[src/sorted_timer_queue_defines.svh]
// Assertion macros used by the timer queue top level.
`ifndef SORTED_TIMER_QUEUE_DEFINES_SVH
`define SORTED_TIMER_QUEUE_DEFINES_SVH
// Implication checked on every rising edge outside reset.
`define STQ_ASSERT_IMP(label, clk, rst_n, lhs, rhs) \
    label: assert property (@(posedge clk) disable iff (!rst_n) (lhs) |-> (rhs)) \
        else $error("assertion failed");
// Next-cycle implication checked outside reset.
`define STQ_ASSERT_NXT(label, clk, rst_n, lhs, rhs) \
    label: assert property (@(posedge clk) disable iff (!rst_n) (lhs) |=> (rhs)) \
        else $error("assertion failed");
`endif

[src/stq_pkg.sv]
// Package with the timer queue constants and types.
`timescale 1ns / 1ps
package stq_pkg;
    localparam int NumTimersDef = 16;
    localparam int TimeWidthDef = 32;
    localparam int MaxRes       = 16;

    localparam logic [2:0] OP_START = 3'd0;
    localparam logic [2:0] OP_STOP  = 3'd1;
    localparam logic [2:0] OP_RESET = 3'd2;
    localparam logic [2:0] OP_TICK  = 3'd3;
    localparam logic [2:0] OP_QUERY = 3'd4;

    localparam logic [1:0] ST_OK     = 2'd0;
    localparam logic [1:0] ST_FULL   = 2'd1;
    localparam logic [1:0] ST_BAD_ID = 2'd2;

    typedef struct packed {
        logic [1:0]  status;
        logic        expired;
        logic [3:0]  slot;
        logic [31:0] tag_a;
        logic [31:0] tag_b;
        logic [31:0] remaining;
        logic [31:0] length_out;
        logic        last;
    } t_result;
endpackage

[src/sorted_timer_queue.sv]
// Top level of the sorted timer queue: sequencer, slot store and order list.
// Start scans for the lowest free slot, computes the end time, scans for the insert point and
//   shifts the tail up (a full pool gives ST_FULL); stop removes; reset removes and re-inserts.
// Tick expiries: each result comes after the due head is removed from the queue (one-shot) or
//   removed and inserted again (periodic, re-queued).
// One word at a time: s_tready is high only in idle, which follows the final result handshake.
`timescale 1ns / 1ps
// Reset (synchronous, active low) clears time, slot use, queue count and control state.
module sorted_timer_queue #(
    parameter int NUM_TIMERS = stq_pkg::NumTimersDef,
    parameter int TIME_WIDTH = stq_pkg::TimeWidthDef
) (
    input  logic         i_clk,
    input  logic         i_rst_n,
    input  logic         s_tvalid,
    output logic         s_tready,
    // tdata: timer_id[3:0], length_ticks[35:4], periodic[36], tag_a[68:37],
    // tag_b[100:69], zero fill[103:101]
    input  logic [103:0] s_tdata,
    // tuser: op[2:0]
    input  logic [2:0]   s_tuser,
    output logic         m_tvalid,
    input  logic         m_tready,
    // tdata: status[1:0], slot[5:2], out_tag_a[37:6], out_tag_b[69:38],
    // remaining[101:70], length_out[133:102], zero fill[135:134]
    output logic [135:0] m_tdata,
    // tuser: expired
    output logic         m_tuser,
    output logic         m_tlast
);
`include "sorted_timer_queue_defines.svh"
    localparam int IW = $clog2(NUM_TIMERS);
    localparam int CW = $clog2(NUM_TIMERS + 1);
    localparam int TW = TIME_WIDTH;

    localparam logic [3:0] S_IDLE  = 4'd0;
    localparam logic [3:0] S_FIND  = 4'd1;  // scan for free slot
    localparam logic [3:0] S_RMV   = 4'd2;  // scan queue for slot, shift down
    localparam logic [3:0] S_INS   = 4'd3;  // scan for insert point
    localparam logic [3:0] S_SHIFT = 4'd4;  // shift up to open a hole
    localparam logic [3:0] S_OUT   = 4'd5;  // result waits
    localparam logic [3:0] S_TCHK  = 4'd6;  // check queue head
    localparam logic [3:0] S_QRY   = 4'd7;
    localparam logic [3:0] S_SETUP = 4'd8;  // compute new end time
    localparam logic [3:0] S_TLAST = 4'd9;  // decide whether this expiry ends the tick

    // slot store
    logic [TW-1:0] r_end  [NUM_TIMERS];
    logic [TW-1:0] r_per  [NUM_TIMERS];
    logic [TW-1:0] r_len  [NUM_TIMERS];
    logic          r_mode [NUM_TIMERS];
    logic [31:0]   r_ta   [NUM_TIMERS];
    logic [31:0]   r_tb   [NUM_TIMERS];
    logic [NUM_TIMERS-1:0] r_use;
    logic [IW-1:0] r_q [NUM_TIMERS];
    logic [CW-1:0] r_cnt;
    logic [TW-1:0] r_now;

    logic [3:0]    r_st;
    logic [2:0]    r_op;
    logic [IW-1:0] r_s;      // slot under work
    logic [CW-1:0] r_i;      // scan index
    logic [CW-1:0] r_pos;    // insert point
    logic [TW-1:0] r_key;    // length, then end time being inserted
    logic [4:0]    r_nres;
    logic          r_tick_rm;
    logic          r_mode_in;
    logic [31:0]   r_ta_in;
    logic [31:0]   r_tb_in;
    stq_pkg::t_result r_res;

    wire [2:0]  w_op  = s_tuser;
    wire [3:0]  w_id  = s_tdata[3:0];
    wire [31:0] w_len = s_tdata[35:4];
    wire        w_acc = s_tvalid && s_tready;
    wire [TW-1:0] w_lenm = TW'(w_len);
    wire        w_idok = (32'(w_id) < NUM_TIMERS) && r_use[IW'(w_id)];

    assign s_tready = (r_st == S_IDLE);
    assign m_tvalid = (r_st == S_OUT);
    assign m_tdata  = {2'b00, r_res.length_out, r_res.remaining, r_res.tag_b,
                       r_res.tag_a, r_res.slot, r_res.status};
    assign m_tuser  = r_res.expired;
    assign m_tlast  = r_res.last;

    wire [IW-1:0] w_ix   = r_i[IW-1:0];
    wire [IW-1:0] w_qix  = r_q[w_ix];
    wire [IW-1:0] w_head = r_q[0];
    // shared unit: one add and one compare
    wire [TW-1:0] w_sum = ((r_op == stq_pkg::OP_TICK) ? r_end[r_s] : r_now) + r_per[r_s];
    wire          w_le  = r_end[w_qix] <= r_key;
    // another timer is due on this tick and the event budget is not spent
    wire          w_due = (r_nres != 5'(stq_pkg::MaxRes)) && (r_cnt != '0) &&
                          (r_end[w_head] <= r_now);

    function automatic stq_pkg::t_result res_word(logic [1:0] st, logic ex, logic [3:0] sl,
                                                  logic [31:0] tg_a, logic [31:0] tg_b,
                                                  logic [31:0] rem, logic [31:0] ln,
                                                  logic lst);
        stq_pkg::t_result r;
        r.status     = st;
        r.expired    = ex;
        r.slot       = sl;
        r.tag_a      = tg_a;
        r.tag_b      = tg_b;
        r.remaining  = rem;
        r.length_out = ln;
        r.last       = lst;
        return r;
    endfunction

    function automatic stq_pkg::t_result blank(logic [1:0] st);
        stq_pkg::t_result r;
        r = '0;
        r.status = st;
        r.last = 1'b1;
        return r;
    endfunction

    always_ff @(posedge i_clk) begin
        if (!i_rst_n) begin
            r_st <= S_IDLE;
            r_use <= '0;
            r_cnt <= '0;
            r_now <= '0;
            r_nres <= '0;
            r_op <= '0;
            r_i <= '0;
            r_tick_rm <= 1'b0;
            r_res <= '0;
        end else begin
            unique case (r_st)
                S_IDLE: if (w_acc) begin
                    r_op <= w_op;
                    r_i <= '0;
                    r_s <= IW'(w_id);
                    r_key <= w_lenm;
                    r_nres <= '0;
                    r_tick_rm <= 1'b0;
                    if (w_op == stq_pkg::OP_START) begin
                        // park mode and tags until a slot is found
                        r_mode_in <= s_tdata[36];
                        r_ta_in <= s_tdata[68:37];
                        r_tb_in <= s_tdata[100:69];
                        r_st <= S_FIND;
                    end else if (w_op == stq_pkg::OP_TICK) begin
                        r_now <= r_now + 1'b1;
                        r_st <= S_TCHK;
                    end else if (!w_idok && (w_op == stq_pkg::OP_STOP ||
                                             w_op == stq_pkg::OP_RESET ||
                                             w_op == stq_pkg::OP_QUERY)) begin
                        r_res <= blank(w_op == stq_pkg::OP_STOP ?
                                       stq_pkg::ST_OK : stq_pkg::ST_BAD_ID);
                        r_st <= S_OUT;
                    end else if (w_op == stq_pkg::OP_STOP ||
                                 w_op == stq_pkg::OP_RESET) begin
                        r_st <= S_RMV;
                    end else if (w_op == stq_pkg::OP_QUERY) begin
                        r_st <= S_QRY;
                    end else begin
                        r_res <= blank(stq_pkg::ST_OK);
                        r_st <= S_OUT;
                    end
                end
                S_FIND: begin
                    if (r_i == CW'(NUM_TIMERS)) begin
                        r_res <= blank(stq_pkg::ST_FULL);
                        r_st <= S_OUT;
                    end else if (!r_use[w_ix]) begin
                        r_s <= w_ix;
                        r_use[w_ix] <= 1'b1;
                        r_len[w_ix] <= r_key;
                        r_per[w_ix] <= (r_key == '0) ? TW'(1) : r_key;
                        r_mode[w_ix] <= r_mode_in;
                        r_ta[w_ix] <= r_ta_in;
                        r_tb[w_ix] <= r_tb_in;
                        r_st <= S_SETUP;
                    end else begin
                        r_i <= r_i + 1'b1;
                    end
                end
                S_RMV: begin
                    // find slot, then shift the tail down one place
                    if (r_i + 1'b1 >= r_cnt) begin
                        r_cnt <= r_cnt - 1'b1;
                        r_i <= '0;
                        r_tick_rm <= 1'b0;
                        if (r_op == stq_pkg::OP_STOP) begin
                            r_use[r_s] <= 1'b0;
                            r_res <= blank(stq_pkg::ST_OK);
                            r_st <= S_OUT;
                        end else if (r_op == stq_pkg::OP_TICK && !r_mode[r_s]) begin
                            r_use[r_s] <= 1'b0;
                            r_st <= S_TLAST;
                        end else begin
                            if (r_op == stq_pkg::OP_RESET) begin
                                // a zero length keeps the old one
                                if (r_key != '0) r_len[r_s] <= r_key;
                                r_per[r_s] <= (r_key != '0) ? r_key :
                                              ((r_len[r_s] == '0) ? TW'(1) : r_len[r_s]);
                            end
                            r_st <= S_SETUP;
                        end
                    end else begin
                        if (r_tick_rm || w_qix == r_s) begin
                            r_tick_rm <= 1'b1;
                            r_q[w_ix] <= r_q[IW'(r_i + 1'b1)];
                        end
                        r_i <= r_i + 1'b1;
                    end
                end
                S_SETUP: begin
                    r_end[r_s] <= w_sum;
                    r_key <= w_sum;
                    r_i <= '0;
                    r_st <= S_INS;
                    if (r_op == stq_pkg::OP_START) begin
                        r_res <= res_word(stq_pkg::ST_OK, 1'b0, 4'(r_s), 32'd0, 32'd0,
                                          32'd0, 32'd0, 1'b1);
                    end else if (r_op == stq_pkg::OP_RESET) begin
                        r_res <= blank(stq_pkg::ST_OK);
                    end
                end
                S_INS: begin
                    // go past every entry that ends at or before the new end
                    if (r_i < r_cnt && w_le) begin
                        r_i <= r_i + 1'b1;
                    end else begin
                        r_pos <= r_i;
                        r_i <= r_cnt;
                        r_st <= S_SHIFT;
                    end
                end
                S_SHIFT: begin
                    if (r_i == r_pos) begin
                        r_q[w_ix] <= r_s;
                        r_cnt <= r_cnt + 1'b1;
                        r_st <= (r_op == stq_pkg::OP_TICK) ? S_TLAST : S_OUT;
                    end else begin
                        r_q[w_ix] <= r_q[IW'(r_i - 1'b1)];
                        r_i <= r_i - 1'b1;
                    end
                end
                S_TCHK: begin
                    if (w_due) begin
                        r_s <= w_head;
                        r_res <= res_word(stq_pkg::ST_OK, 1'b1, 4'(w_head), r_ta[w_head],
                                          r_tb[w_head], 32'd0, 32'd0, 1'b0);
                        r_nres <= r_nres + 1'b1;
                        r_tick_rm <= 1'b1;
                        r_i <= '0;
                        r_st <= S_RMV;
                    end else begin
                        r_res <= blank(stq_pkg::ST_OK);
                        r_st <= S_OUT;
                    end
                end
                S_TLAST: begin
                    // mark the event last when nothing more is due on this tick
                    r_res.last <= !w_due;
                    r_st <= S_OUT;
                end
                S_QRY: begin
                    r_res <= res_word(stq_pkg::ST_OK, 1'b0, 4'd0, 32'd0, 32'd0,
                                      32'((r_now < r_end[r_s]) ? r_end[r_s] - r_now : TW'(0)),
                                      32'(r_len[r_s]), 1'b1);
                    r_st <= S_OUT;
                end
                S_OUT: if (m_tready) begin
                    r_st <= (r_op == stq_pkg::OP_TICK && r_res.expired && !r_res.last) ?
                            S_TCHK : S_IDLE;
                end
                default: r_st <= S_IDLE;
            endcase
        end
    end

    `STQ_ASSERT_IMP(a_ready_idle, i_clk, i_rst_n, s_tready, !m_tvalid)
    `STQ_ASSERT_IMP(a_cnt_range, i_clk, i_rst_n, 1'b1, r_cnt <= CW'(NUM_TIMERS))
    `STQ_ASSERT_NXT(a_hold, i_clk, i_rst_n, m_tvalid && !m_tready, m_tvalid)
endmodule
[config.mk]
export PLATFORM = sky130hd
export DESIGN_NAME = sorted_timer_queue
export DESIGN_NICKNAME = d
export VERILOG_FILES = /design/src/stq_pkg.sv /design/src/sorted_timer_queue.sv
export VERILOG_INCLUDE_DIRS = /design/src /design/src/src
export SDC_FILE = /design/constraint.sdc
export NUM_CORES = 2
export LEC_CHECK = 0
export ABC_AREA = 1
export BUFFER_PORTS_ARGS = -buffer_cell sky130_fd_sc_hd__buf_2
export CAP_MARGIN = 5
export CORE_MARGIN = 2
export CORE_UTILIZATION = 55
export CTS_BUF_LIST = sky130_fd_sc_hd__clkbuf_8
export DETAILED_ROUTE_END_ITERATION = 16
export PLACE_DENSITY = 0.75
export SYNTH_ARGS = -nofsm -noshare
export SYNTH_HDL_FRONTEND = slang
export SYNTH_SLANG_ARGS = --single-unit
[constraint.sdc]
create_clock -name i_clk -period 5.2 [get_ports i_clk]
set_clock_uncertainty 0.1 [all_clocks]
set_input_delay 0.26 -clock i_clk [delete_from_list [all_inputs] [get_ports i_clk]]
set_output_delay 0.26 -clock i_clk [all_outputs]
set_load 0.05 [all_outputs]
==> qor.csv <==
stage,metric,value,unit
synthesis,avgSynthCellArea,10.7,um^2
setup_path,crit_path_end_kind,flip-flop,
synthesis,ys_types,62,
power_and_ir_drop,pwr-share-clk,23.4,%
flow_run,drv_cap,0,
detailed_routing,vias,105000,
place,dp_cells,15400,
synthesis,synthFlopType,edfxtp_1,
synthesis,synth_area,133000,um^2
place,place.gp.congestion,1.00,
cells_and_area,syn2layout_area_growth,13.4,%
sta,final_max_slew_viol_count,0,
synthesis,syn_inst,12400,
detailed_routing,vias_per_cell,6.43,
detailed_routing,wirelength,436,mm
floorplanning,dieHeight,495,um
floorplanning,rows,180,
cells_and_area,final_cell_area,151000,um^2
power_and_ir_drop,p_per_area,537,nW/um^2
synthesis,synthXorXnorAreaFrac,0.448,%
synthesis,synth_top_family_by_area,compound AO/OA/AOI/OAI gates,
synthesis,synthAdderAreaFrac,1.43,%
setup_path,crit_top_cell,nand2_1,
power_and_ir_drop,p_sw,33.4,mW
cts,clk_latency,1.15,ns
sta,fmax,195,MHz
synthesis,synth-seq-cells,2961,
sta,worstMarginPinSlew,1.31,ns
setup_path,worstSetupStartpointType,flip-flop,
synthesis,ys_seq_area_share,65.3,%
synthesis,synth_top_area_share,62.1,%
grt,grt.overflow.total,0,
detailed_routing,dr.first_iter.drc_count,15400,
floorplanning,design.core.area,240000,um^2
cells_and_area,drive_above_1_share,10.4,%
power_and_ir_drop,p_leak,53.4,nW
place,io_buffer_count,245,
sta,fin_crit,5.13,ns
cts,cts_buffer_depth,4,
floorplanning,initial_core_util,55.3,%
cells_and_area,final_nets,13100,
place,dpl_worst_slack,0.173,ns
cts,clkSinkCount,2961,
sta,finalCritPeriodShare,98.7,%
cts,cts_tree,built,
status,status,"complete, no violations",
sta,setup_tns,0,ns
setup_path,arrival,5.89,ns
synthesis,yosys_warnings,0,
place,place_area,140000,um^2
cts,clockRootBuffer,clkbuf_8,
synthesis,synth_edf_count,2746,
floorplanning,die_w,495,um
synthesis,synth_compound_area_share,14.9,%
grt,grt_start_max_net_pins,229,
setup_path,crit_fanout,111,
power_and_ir_drop,intPower,47.5,mW
synthesis,synth_area_leaders,"edfxtp_1 62%, nand2_1 5.5%, a21oi_1 5.5%",
power_and_ir_drop,p_comb_share,40.7,%
floorplanning,io_pins,251,
setup_path,crit_slowest_cell,dfxtp_4,
detailed_routing,ant_nets,0,
sta,hold_viol_final,0,
setup_path,cpPeakStageDelay,0.63,ns
synthesis,synth_mux_area_share,0.188,%
setup_path,critPathCapture,r_end[10][25],
cts,htreeDepth,5,
detailed_routing,firstDrtPassIters,7,
synthesis,async_flop_share,0,%
grt,grt_pass1_vias,102000,
setup_path,rrSetupSlack,0.07,ns
sta,rsz0062_at_grt,false,
setup_path,path_class,reg -> reg,
sta,slew_headroom,12.2,%
setup_path,reg2reg_depth,18,
grt,grt_pass1_wl,632,mm
grt,grtUsageTotal,34.4,%
setup_path,worstPathCellList,"inv_8, buf_12, a21oi_1, o21ai_0, nand3_1, nand3_1, nand2_1, nand2_1, o21ai_0, ha_1, nand2_1, nor2_1, inv_1, nor3_1, a221oi_1, nand3b_1, and2_1, buf_12",
setup_path,cp.required,5.96,ns
sta,finalSetupViolations,0,
power_and_ir_drop,switching_share,41.3,%
synthesis,yosys.area_share.simple,13.1,%
sta,holdWs,0.116,ns
cells_and_area,fin_cells,16400,
grt,antenna_found_initial,17,
power_and_ir_drop,p_seq_share,35.9,%
detailed_routing,drc,0,
cts,path_clk_slew,0.06,ns
floorplanning,dieArea,245000,um^2
synthesis,synth.largest_area_cell,edfxtp_1,
detailed_routing,wire_per_inst,26.6,um
sta,final.setup.worst_slack,0.0658,ns
setup_path,regToRegEndpoint,r_end[10][25],
hold_path,hold_class,in -> reg,
power_and_ir_drop,peakVddDrop,0.496,mV
place,dp_hpwl,255,mm
cts,cts_buffers,469,
==> Yosys cell counts (all sizes together), types with 34 or more instances <==
cell type / instances
nand2: 1951
nand4: 34
xor2: 49
nand3: 1122
a221oi: 63
nor2: 960
o21ai: 1438
a32o: 100
edfxtp: 2746
inv: 613
buf: 393
a22oi: 92
dfxtp: 215
clkbuf: 472
a21oi: 1458
nor3: 49
o221ai: 118
ha: 147
o211ai: 187
==> critical path, delay by kind of cell (launching register included) <==
kind | cells | cell delay [ns]
and+or+nand+nor | 9 | 1.54
AOI/OAI and AO/OA | 4 | 1.13
buffers and inverters | 4 | 0.74
DFF | 1 | 0.63
adders and majority gates | 1 | 0.45
==> layer usage <==
| layer | vias up | global-route usage [%] | wire (um) |
|---|---|---|---|
| li1 | 45900 | - | - |
| met1 | 50400 | 42.7 | 153000 |
| met2 | 7369 | 55.2 | 202000 |
| met3 | 1731 | 7.21 | 49800 |
| met4 | 24 | 21.9 | 30400 |
| met5 | - | 0 | 191 |
==> state kept, by name, summed over array words and instances (netlist names), 5 cells and up, named ones only <==
| register | cells |
|---|---|
| r_i | 5 |
| r_key | 32 |
| r_ta | 512 |
| r_end | 512 |
| r_per | 512 |
| r_cnt | 5 |
| r_now | 32 |
| r_nres | 5 |
| r_tb_in | 32 |
| r_ta_in | 32 |
| r_q | 64 |
| r_len | 512 |
| r_tb | 512 |
| r_pos | 5 |
| r_use | 16 |
| m_tdata | 134 |
| r_mode | 16 |
==> cells in the final DEF (no fill, tap or decap), types with 92 or more instances in the layout <==
master,n
a21oi_1,1457
a22oi_1,92
a32o_1,100
buf_12,146
buf_2,245
buf_4,245
clkbuf_8,495
clkinv_1,96
dfxtp_1,210
dlygate4sd3_1,212
edfxtp_1,2746
ha_1,147
inv_1,738
nand2_1,1940
nand3_1,1119
nor2_1,877
o211ai_1,187
o21ai_0,1415
o221ai_1,118
==> layout make-up <==
type | instances | area [um^2]
fillers | 18100 | 89700
well taps | 3185 | 3990
diodes | 6 | 15.0
flip-flops and latches | 2961 | 86800
repair buffers | 852 | 8180
multi-input cells | 7949 | 40500
clock inverters | 335 | 1970
inverters | 616 | 2360
clock buffers | 495 | 6810
==> power groups by stage <==
| stage | Sequential, mW | Clock (mW) | Combinational (mW) |
|---|---|---|---|
| final | 29.1 | 18.9 | 32.9 |
| after global routing | 29.1 | 20.0 | 34.8 |
| after CTS | 29.1 | 19.0 | 31.7 |
| after detailed placement | 29.6 | 0 | 31.5 |
| after global placement | 29.5 | 0 | 30.7 |
| after floorplan | 29.3 | 0 | 18.7 |
==> cells by family (layout without fill, tap and decap cells) <==
| kind of cell | after synthesis | count (layout) |
|---|---|---|
| and+or+nand+nor | 4165 | 4165 |
| other | 1 | 8 |
| DFF | 2961 | 2961 |
| AOI/OAI and AO/OA | 3539 | 3539 |
| xor gates and xnor gates | 68 | 68 |
| buffers and inverters | 1481 | 2298 |
| muxes | 25 | 25 |
| adders and majority gates | 150 | 150 |
==> how the worst min path moves through the flow <==
stage          cells after the start  slack [ns]     endpoint        start
6_report                           4        0.12      r_op[2]   s_tuser[2]
5_1_grt                            4        0.06     r_key[9]  s_tdata[13]
4_1_cts                            4        0.01      r_op[2]   s_tuser[2]
3_5_place_dp                       1        0.34  r_ta_in[24]  s_tdata[61]
3_3_place_gp                       1        0.34  r_tb_in[15]  s_tdata[84]
2_1_floorplan                      0        0.26    r_mode_in  s_tdata[36]
==> through the flow <==
step	total power [mW]	utilization, %
floorplan	48.0	-
global placement	60.3	58.1
detailed placement	61.0	58.1
CTS	79.8	62.7
global route	83.9	62.7
finish	80.9	62.7
==> timing repair <==
item,4_1_cts,5_1_grt
setup buffers,0,1
hold endpoints to repair,321,0
endpoints found under the setup margin,0,102
gates resized for setup,0,8
hold buffers,212,0
Note: power is estimated with default switching activity, not from simulation.
